`src/rtl/tdlm_pkg.sv`:
```
`timescale 1ns / 1ps
// ----------------------------------------------------------------------------
// tdlm_pkg: shared types and constants of the two-wire display link master
// Sequencer phases, command codes and the hold length of each phase.
// ----------------------------------------------------------------------------
package tdlm_pkg;

    localparam int unsigned BITS_PER_BYTE = 8;
    localparam int unsigned BIT_IDX_W     = $clog2(BITS_PER_BYTE);
    localparam int unsigned TICK_W        = 16;
    localparam int unsigned UNIT_W        = 3;

    localparam logic [TICK_W-1:0]    TICKS_RESET = 16'd32;
    localparam logic [BIT_IDX_W-1:0] LAST_BIT    = BIT_IDX_W'(BITS_PER_BYTE - 1);

    typedef enum logic [2:0] {
        ACT_NONE  = 3'd0,
        ACT_START = 3'd1,
        ACT_STOP  = 3'd2,
        ACT_WRITE = 3'd3,
        ACT_READ  = 3'd4
    } action_t;

    typedef enum logic [4:0] {
        PH_IDLE    = 5'd0,
        PH_ST_DIO  = 5'd1,
        PH_ST_CLK  = 5'd2,
        PH_SP_DIO  = 5'd3,
        PH_SP_CLK  = 5'd4,
        PH_SP_REL  = 5'd5,
        PH_WR_BIT  = 5'd6,
        PH_WR_HI   = 5'd7,
        PH_WR_LO   = 5'd8,
        PH_WR_REL  = 5'd9,
        PH_WR_AHI  = 5'd10,
        PH_WR_ALO  = 5'd11,
        PH_WR_END  = 5'd12,
        PH_RD_PRE  = 5'd13,
        PH_RD_HI   = 5'd14,
        PH_RD_LO   = 5'd15,
        PH_RD_POST = 5'd16,
        PH_RD_ACK  = 5'd17,
        PH_RD_AHI  = 5'd18,
        PH_RD_ALO  = 5'd19
    } phase_t;

    localparam logic [3:0] APB_REG_TICKS = 4'd0;

    // delay units a phase holds its drives for
    function automatic logic [UNIT_W-1:0] hold_units(input phase_t ph);
        logic [UNIT_W-1:0] u;
        unique case (ph)
            PH_IDLE:                          u = 3'd0;
            PH_WR_REL, PH_WR_END,
            PH_RD_PRE, PH_RD_POST:            u = 3'd3;
            PH_RD_LO:                         u = 3'd5;
            default:                          u = 3'd1;
        endcase
        return u;
    endfunction

endpackage

```
`src/rtl/two_wire_display_link_master.sv`:
```
`timescale 1ns / 1ps
// ----------------------------------------------------------------------------
// two_wire_display_link_master: tick-driven two-wire display link master
// Runs start, stop, write-byte and read-byte sequences on a clock line and an
// open-drain data line, one request per line tick.
// ----------------------------------------------------------------------------
// Each request on the cmd channel is one line tick and yields exactly one
// result on the res channel, computed in the cycle the request is taken and
// held in the result register. A request can be taken every clock cycle; the
// only thing that holds cmd_ready low is a result still waiting in the result
// register while res_ready is low. Line timing is counted in ticks: every
// phase lasts a whole number of delay units of ticks_per_delay_unit ticks
// (register 0, reset 32, 0 behaves as 1). Commands given while a sequence
// runs are dropped and flagged by rejected.
module two_wire_display_link_master
    import tdlm_pkg::*;
(
    input  logic        clk,
    input  logic        rst_n,

    input  logic        cmd_valid,
    output logic        cmd_ready,
    input  logic [2:0]  action,
    input  logic [7:0]  data_byte,
    input  logic        dio_in,

    output logic        res_valid,
    input  logic        res_ready,
    output logic        clk_level,
    output logic        dio_level,
    output logic        busy_res,
    output logic        read_valid,
    output logic [7:0]  read_byte,
    output logic        rejected,

    input  logic        psel,
    input  logic        penable,
    input  logic        pwrite,
    input  logic [2:0]  paddr,
    input  logic [31:0] pwdata,
    output logic [31:0] prdata,
    output logic        pready
);

    logic [TICK_W-1:0]    ticks_reg;
    phase_t               phase_reg, phase_next;
    logic [BIT_IDX_W-1:0] bit_count_reg, bit_count_next;
    logic [7:0]           shift_byte_reg, shift_byte_next;
    logic [UNIT_W-1:0]    unit_count_reg, unit_count_next;
    logic [TICK_W-1:0]    tick_count_reg, tick_count_next;
    logic                 clk_drive_reg, clk_drive_next;
    logic                 dio_drive_reg, dio_drive_next;
    logic [7:0]           last_read_reg, last_read_next;

    logic                 res_valid_reg;
    logic                 clk_level_reg, dio_level_reg, busy_res_reg;
    logic                 read_valid_reg, rejected_reg;
    logic [7:0]           read_byte_reg;

    logic                 take;
    logic                 valid_now, rej_now;
    logic                 do_enter, do_finish;
    phase_t               enter_ph;
    logic [TICK_W-1:0]    unit_ticks;
    logic                 cfg_write;

    // ------------------------------------------------------------------
    // configuration port
    // ------------------------------------------------------------------
    assign pready    = 1'b1;
    assign cfg_write = psel && penable && pwrite && (paddr[2] == APB_REG_TICKS[0]);
    assign prdata    = (paddr[2] == APB_REG_TICKS[0]) ? {16'd0, ticks_reg} : 32'd0;

    always_ff @(posedge clk or negedge rst_n)
    begin
        if (!rst_n)
        begin
            ticks_reg <= TICKS_RESET;
        end
        else if (cfg_write)
        begin
            ticks_reg <= pwdata[TICK_W-1:0];
        end
    end

    assign unit_ticks = (ticks_reg == '0) ? TICK_W'(1) : ticks_reg;

    // ------------------------------------------------------------------
    // sequencer, one tick per accepted request
    // ------------------------------------------------------------------
    assign cmd_ready = !res_valid_reg || res_ready;
    assign take      = cmd_valid && cmd_ready;

    always_comb
    begin
        phase_next      = phase_reg;
        bit_count_next  = bit_count_reg;
        shift_byte_next = shift_byte_reg;
        unit_count_next = unit_count_reg;
        tick_count_next = tick_count_reg;
        clk_drive_next  = clk_drive_reg;
        dio_drive_next  = dio_drive_reg;
        last_read_next  = last_read_reg;
        valid_now       = 1'b0;
        rej_now         = 1'b0;
        do_enter        = 1'b0;
        do_finish       = 1'b0;
        enter_ph        = PH_IDLE;

        if (take)
        begin
            if (phase_reg != PH_IDLE)
            begin
                rej_now = (action != ACT_NONE);
                if (tick_count_reg > TICK_W'(1))
                begin
                    tick_count_next = tick_count_reg - TICK_W'(1);
                end
                else
                begin
                    tick_count_next = unit_ticks;
                    if (unit_count_reg > UNIT_W'(1))
                    begin
                        unit_count_next = unit_count_reg - UNIT_W'(1);
                    end
                    else
                    begin
                        do_enter = 1'b1;
                        unique case (phase_reg)
                            PH_ST_DIO:  enter_ph = PH_ST_CLK;
                            PH_SP_DIO:  enter_ph = PH_SP_CLK;
                            PH_SP_CLK:  enter_ph = PH_SP_REL;
                            PH_WR_BIT:  enter_ph = PH_WR_HI;
                            PH_WR_HI:   enter_ph = PH_WR_LO;
                            PH_WR_LO:
                            begin
                                if (bit_count_reg == LAST_BIT)
                                begin
                                    enter_ph = PH_WR_REL;
                                end
                                else
                                begin
                                    bit_count_next = bit_count_reg + BIT_IDX_W'(1);
                                    enter_ph       = PH_WR_BIT;
                                end
                            end
                            PH_WR_REL:  enter_ph = PH_WR_AHI;
                            PH_WR_AHI:  enter_ph = PH_WR_ALO;
                            PH_WR_ALO:  enter_ph = PH_WR_END;
                            PH_RD_PRE:  enter_ph = PH_RD_HI;
                            PH_RD_HI:
                            begin
                                shift_byte_next = {shift_byte_reg[6:0], dio_in};
                                enter_ph        = PH_RD_LO;
                            end
                            PH_RD_LO:
                            begin
                                if (bit_count_reg == LAST_BIT)
                                begin
                                    enter_ph = PH_RD_POST;
                                end
                                else
                                begin
                                    bit_count_next = bit_count_reg + BIT_IDX_W'(1);
                                    enter_ph       = PH_RD_HI;
                                end
                            end
                            PH_RD_POST: enter_ph = PH_RD_ACK;
                            PH_RD_ACK:  enter_ph = PH_RD_AHI;
                            PH_RD_AHI:  enter_ph = PH_RD_ALO;
                            default:
                            begin
                                do_enter  = 1'b0;
                                do_finish = 1'b1;
                            end
                        endcase
                    end
                end
            end
            else
            begin
                bit_count_next = '0;
                do_enter       = 1'b1;
                unique case (action)
                    ACT_START: enter_ph = PH_ST_DIO;
                    ACT_STOP:  enter_ph = PH_SP_DIO;
                    ACT_WRITE:
                    begin
                        shift_byte_next = data_byte;
                        enter_ph        = PH_WR_BIT;
                    end
                    ACT_READ:
                    begin
                        shift_byte_next = '0;
                        enter_ph        = PH_RD_PRE;
                    end
                    default:   do_enter = 1'b0;
                endcase
            end
        end

        if (do_finish)
        begin
            if (phase_reg == PH_WR_END || phase_reg == PH_RD_ALO)
            begin
                dio_drive_next = 1'b1;
            end
            if (phase_reg == PH_RD_ALO)
            begin
                last_read_next = shift_byte_reg;
                valid_now      = 1'b1;
            end
            phase_next      = PH_IDLE;
            unit_count_next = '0;
            tick_count_next = '0;
        end

        if (do_enter)
        begin
            phase_next      = enter_ph;
            unit_count_next = hold_units(enter_ph);
            tick_count_next = unit_ticks;
            unique case (enter_ph)
                PH_ST_DIO, PH_SP_DIO, PH_RD_ACK:
                    dio_drive_next = 1'b0;
                PH_ST_CLK, PH_WR_LO, PH_WR_ALO, PH_RD_LO, PH_RD_ALO:
                    clk_drive_next = 1'b0;
                PH_SP_CLK, PH_WR_HI, PH_WR_AHI, PH_RD_HI, PH_RD_AHI:
                    clk_drive_next = 1'b1;
                PH_SP_REL, PH_WR_REL:
                    dio_drive_next = 1'b1;
                PH_WR_BIT:
                    dio_drive_next = shift_byte_next[bit_count_next];
                default: ;
            endcase
        end
    end

    always_ff @(posedge clk or negedge rst_n)
    begin
        if (!rst_n)
        begin
            phase_reg      <= PH_IDLE;
            bit_count_reg  <= '0;
            shift_byte_reg <= '0;
            unit_count_reg <= '0;
            tick_count_reg <= '0;
            clk_drive_reg  <= 1'b1;
            dio_drive_reg  <= 1'b1;
            last_read_reg  <= '0;
        end
        else
        begin
            phase_reg      <= phase_next;
            bit_count_reg  <= bit_count_next;
            shift_byte_reg <= shift_byte_next;
            unit_count_reg <= unit_count_next;
            tick_count_reg <= tick_count_next;
            clk_drive_reg  <= clk_drive_next;
            dio_drive_reg  <= dio_drive_next;
            last_read_reg  <= last_read_next;
        end
    end

    // ------------------------------------------------------------------
    // result register
    // ------------------------------------------------------------------
    always_ff @(posedge clk or negedge rst_n)
    begin
        if (!rst_n)
        begin
            res_valid_reg <= 1'b0;
        end
        else if (take)
        begin
            res_valid_reg <= 1'b1;
        end
        else if (res_ready)
        begin
            res_valid_reg <= 1'b0;
        end
    end

    always_ff @(posedge clk)
    begin
        if (take)
        begin
            clk_level_reg  <= clk_drive_next;
            dio_level_reg  <= dio_drive_next;
            busy_res_reg   <= (phase_next != PH_IDLE);
            read_valid_reg <= valid_now;
            read_byte_reg  <= last_read_next;
            rejected_reg   <= rej_now;
        end
    end

    assign res_valid  = res_valid_reg;
    assign clk_level  = clk_level_reg;
    assign dio_level  = dio_level_reg;
    assign busy_res   = busy_res_reg;
    assign read_valid = read_valid_reg;
    assign read_byte  = read_byte_reg;
    assign rejected   = rejected_reg;

endmodule

```
`config.mk`:
```
export PLATFORM = sky130hd
export DESIGN_NAME = two_wire_display_link_master
export DESIGN_NICKNAME = d
export VERILOG_FILES = /design/src/rtl/tdlm_pkg.sv /design/src/rtl/two_wire_display_link_master.sv
export SDC_FILE = /design/constraint.sdc
export NUM_CORES = 1
export LEC_CHECK = 0
export ABC_AREA = 1
export BUFFER_PORTS_ARGS = -buffer_cell sky130_fd_sc_hd__buf_2
export CORE_MARGIN = 10
export CORE_UTILIZATION = 50
export CTS_BUF_LIST = sky130_fd_sc_hd__clkbuf_8
export CTS_CLUSTER_SIZE = 12
export DETAILED_ROUTE_END_ITERATION = 10
export PLACE_DENSITY_LB_ADDON = 0.25
export SYNTH_ARGS = -nofsm -noshare
export SYNTH_HDL_FRONTEND = slang
export SYNTH_SLANG_ARGS = --single-unit
```
`constraint.sdc`:
```
create_clock -name clk -period 2.9 [get_ports clk]
set_clock_uncertainty 0.05 [all_clocks]
set_input_delay 0 -clock clk [delete_from_list [all_inputs] [get_ports clk]]
set_output_delay 0 -clock clk [all_outputs]
set_load 0.02 [all_outputs]
```
==> results.sh <==
export IMPL_fin_crit_ps=2697
export IMPL_gp_congestion=0.9130
export IMPL_wl_met3_um=894
export IMPL_crit_fanout=16
export IMPL_min_to="rejected"
export IMPL_grt_pass1_vias=4745
export IMPL_drtAntennaViolNets=0
export IMPL_dieWidth_um=117.4
export IMPL_slowest_delay_ps=480
export IMPL_drive_above_1_share=0.1682
export IMPL_critPathTopFamily="simple AND/OR/NAND/NOR gates"
export IMPL_drt_met1_wl_mm=5.548
export IMPL_power_density_mw_per_mm2=543.4
export IMPL_syn_to_final_growth_pct=20.49
export IMPL_antenna_found_initial=3
export IMPL_holdPathStages=4
export IMPL_setup_slack_ps=203.4
export IMPL_r2r_setup_slack_ps=200
export IMPL_first_pass_iters=5
export IMPL_critPathBufInv=1
export IMPL_syn_area_mm2=0.004745
export IMPL_synth_edf_count=13
export IMPL_synth_seq_cells=75
export IMPL_rsz0062_at_grt="false"
export IMPL_synth_top_area_frac=0.3112
export IMPL_globalRouteTotalUtil=0.1868
export IMPL_grt_start_max_net_pins=41
export IMPL_multiInputGateArea_mm2=0.002382
export IMPL_drtIter0Drc=393
export IMPL_crit_type="reg -> reg"
export IMPL_r2r_start="phase_reg[3]"
export IMPL_ff2ff_path_depth=13
export IMPL_synth_ff_type="dfrtp_1"
export IMPL_crit_path_cell_trace="nand2_1 > nor2_2 > inv_1 > o21ai_1 > nor2_1 > nand2_2 > nand2_1 > nand2_4 > nand2_1 > nor2_1 > nand2_1 > nand4_1 > nand3_1"
export IMPL_clk_latency_ps=360
export IMPL_crit_top_cell="nand2_1"
export IMPL_peakVddDrop_mv=0.2674
export IMPL_final_common_cell="nand2_1"
export IMPL_fin_crit_sh=0.9298
export IMPL_relSlewSlack=0.2612
export IMPL_ys_types=43
export IMPL_cts_tree="done"
export IMPL_wl_met2_mm=6.313
export IMPL_worst_pin_slew_ps=1105
export IMPL_num_rows=35
export IMPL_status="finished, final reports clean"
export IMPL_initial_utilization=0.5135
export IMPL_mostFrequentLayoutCells="141 x nand2_1, 102 x nor2_1, 71 x inv_1"
export IMPL_h_tree_depth=3
export IMPL_hold_violations=0
export IMPL_cp_end_kind="register"
export IMPL_yosysSeqAreaShare=0.4101
export IMPL_routed_top_layer="met4"
export IMPL_synth_async_reset_ratio=0.8267
export IMPL_dpl_hpwl_mm=9.254
export IMPL_routed_wirelength_mm=13.05
export IMPL_grt_overflow_total=0
export IMPL_numCtsBuffers=9
export IMPL_synthCells=654
export IMPL_post_drt_wl_per_cell_um=14.61
export IMPL_slowest_stage="dfrtp_1"
export IMPL_die_height_um=117.4
export IMPL_grt_pass1_wl_mm=21.94
export IMPL_final_nets=815
export IMPL_max_cap_violations=0
export IMPL_numClockSinks=75
export IMPL_clk_root_buffer_cell="clkbuf_8"
export IMPL_io_pins=102
export IMPL_synth_top_area_cell="dfrtp_1"
export IMPL_clockBufferDepth=2
export IMPL_num_vias=4751
export IMPL_arrival_ps=2710
export IMPL_setup_violations_final=0
export IMPL_regArea_mm2=0.001946
export IMPL_numPortBuffers=66
export IMPL_critPathRequiredTime_ps=2910
export IMPL_post_place_ws_ps=178.1
export IMPL_tns_ps=0
export IMPL_die_area_mm2=0.01379
export IMPL_worstHoldStart="action[0]"
export IMPL_fp_coreArea_mm2=0.009240
export IMPL_yosys_warnings=0
export IMPL_cts_clk_slew_worst_paths_ps=80
export IMPL_fillers=817
export IMPL_p_leak_nw=2.887
export IMPL_timing_fmax_mhz=370.8
export IMPL_ys_top_cells_by_area="dfrtp_1 31%, nand2_1 11%, edfxtp_1 8.2%"
export IMPL_drc=0
export IMPL_cp_start_kind="register"
export IMPL_vias_per_cell=5.320
export IMPL_r2r_end="dio_level"
export IMPL_synth_avg_cell_area_um2=7.255
export IMPL_slew_violations=0
export IMPL_hp_class="in -> reg"
-- worst min-delay path, cell delays in order --
cell and delay (ps):
buf_2 90, or2_2 120, o21ai_0 70, inv_1 50
-- cells in the mapped netlist (2+ instances only) --
| cell type | instances |
|---|---|
| o21ai_0 | 42 |
| nand2_2 | 3 |
| a31oi_1 | 2 |
| inv_1 | 70 |
| mux2_2 | 8 |
| nand2_1 | 141 |
| nor2_4 | 2 |
| nand3_1 | 57 |
| o21ai_1 | 4 |
| xor2_1 | 9 |
| buf_2 | 4 |
| nor3_1 | 5 |
| clkbuf_1 | 9 |
| nand2_4 | 3 |
| conb_1 | 2 |
| xnor2_1 | 2 |
| o211ai_1 | 2 |
| dfrtp_1 | 59 |
| o22ai_1 | 7 |
| nor2_1 | 103 |
| edfxtp_1 | 13 |
| nor2_2 | 6 |
| buf_4 | 17 |
| dfstp_2 | 3 |
| buf_6 | 2 |
| o21a_1 | 3 |
| nand4_1 | 13 |
| ha_1 | 5 |
| a21oi_1 | 42 |
| inv_2 | 3 |
-- kinds of logic after synthesis --
group	synth area share
flops	0.4101
xor+xnor	0.02031
compound gates	0.1195
mux	0.01899
other cells	0.001583
fa+ha+maj	0.01319
simple gates	0.3141
buf+inv	0.1023
-- power by group --
group | switching [mW] | total, mW | internal, mW
Clock | 0.412 | 0.895 | 0.483
Sequential | 0.110 | 1.32 | 1.21
Combinational | 0.553 | 0.887 | 0.334
Total | 1.08 | 3.11 | 2.03
-- per-stage QoR --
step / instance area, um2 / hold WS (ps) / util / total power [mW] / instances
floorplan: 4801 / -345.6 / - / 1.962 / 669
global placement: 5182 / 151.5 / 0.5609 / 2.141 / 844
detailed placement: 5182 / 157.4 / 0.5609 / 2.176 / 844
CTS: 5689 / 2.187 / 0.6157 / 3.105 / 889
global route: 5717 / 69.64 / 0.6187 / 3.309 / 893
finish: 5717 / 16.08 / 0.6187 / 3.106 / 893
-- worst max path at each step --
stage / startpoint / endpoint / slack (ps) / depth (start not counted)
detailed placement: tick_count_reg[0] / dio_level / 180 / 15
CTS: tick_count_reg[0] / dio_level / 140 / 15
finish: phase_reg[3] / dio_level / 200 / 13
global placement: tick_count_reg[0] / dio_level / 300 / 15
floorplan: res_valid / dio_level / 250 / 13
global route: phase_reg[3] / dio_level / 0.7 / 13
-- timing repair --
item,CTS,global route
endpoints found under the hold margin,62,0
hold buffers,29,0
resized for setup,0,3
endpoints found under the setup margin,0,2
buffers inserted,0,1
-- layout make-up --
class / count / area share
Sequential cell: 75 / 0.3403
Multi-Input combinational cell: 487 / 0.4167
Timing Repair Buffer: 109 / 0.1269
Inverter: 74 / 0.04859
Antenna cell: 3 / 0.001313
Clock buffer: 9 / 0.02167
Tap cell: 129 / 0.02823
Clock inverter: 7 / 0.01620
-- per-layer routing --
metal  up-vias  global-route usage
met5         -                   0
met4         0             0.07042
met3        29             0.04508
met2       205              0.3129
met1      2209              0.2257
li1       2308                   -
No activity file was read; power rests on OpenSTA's default activity.
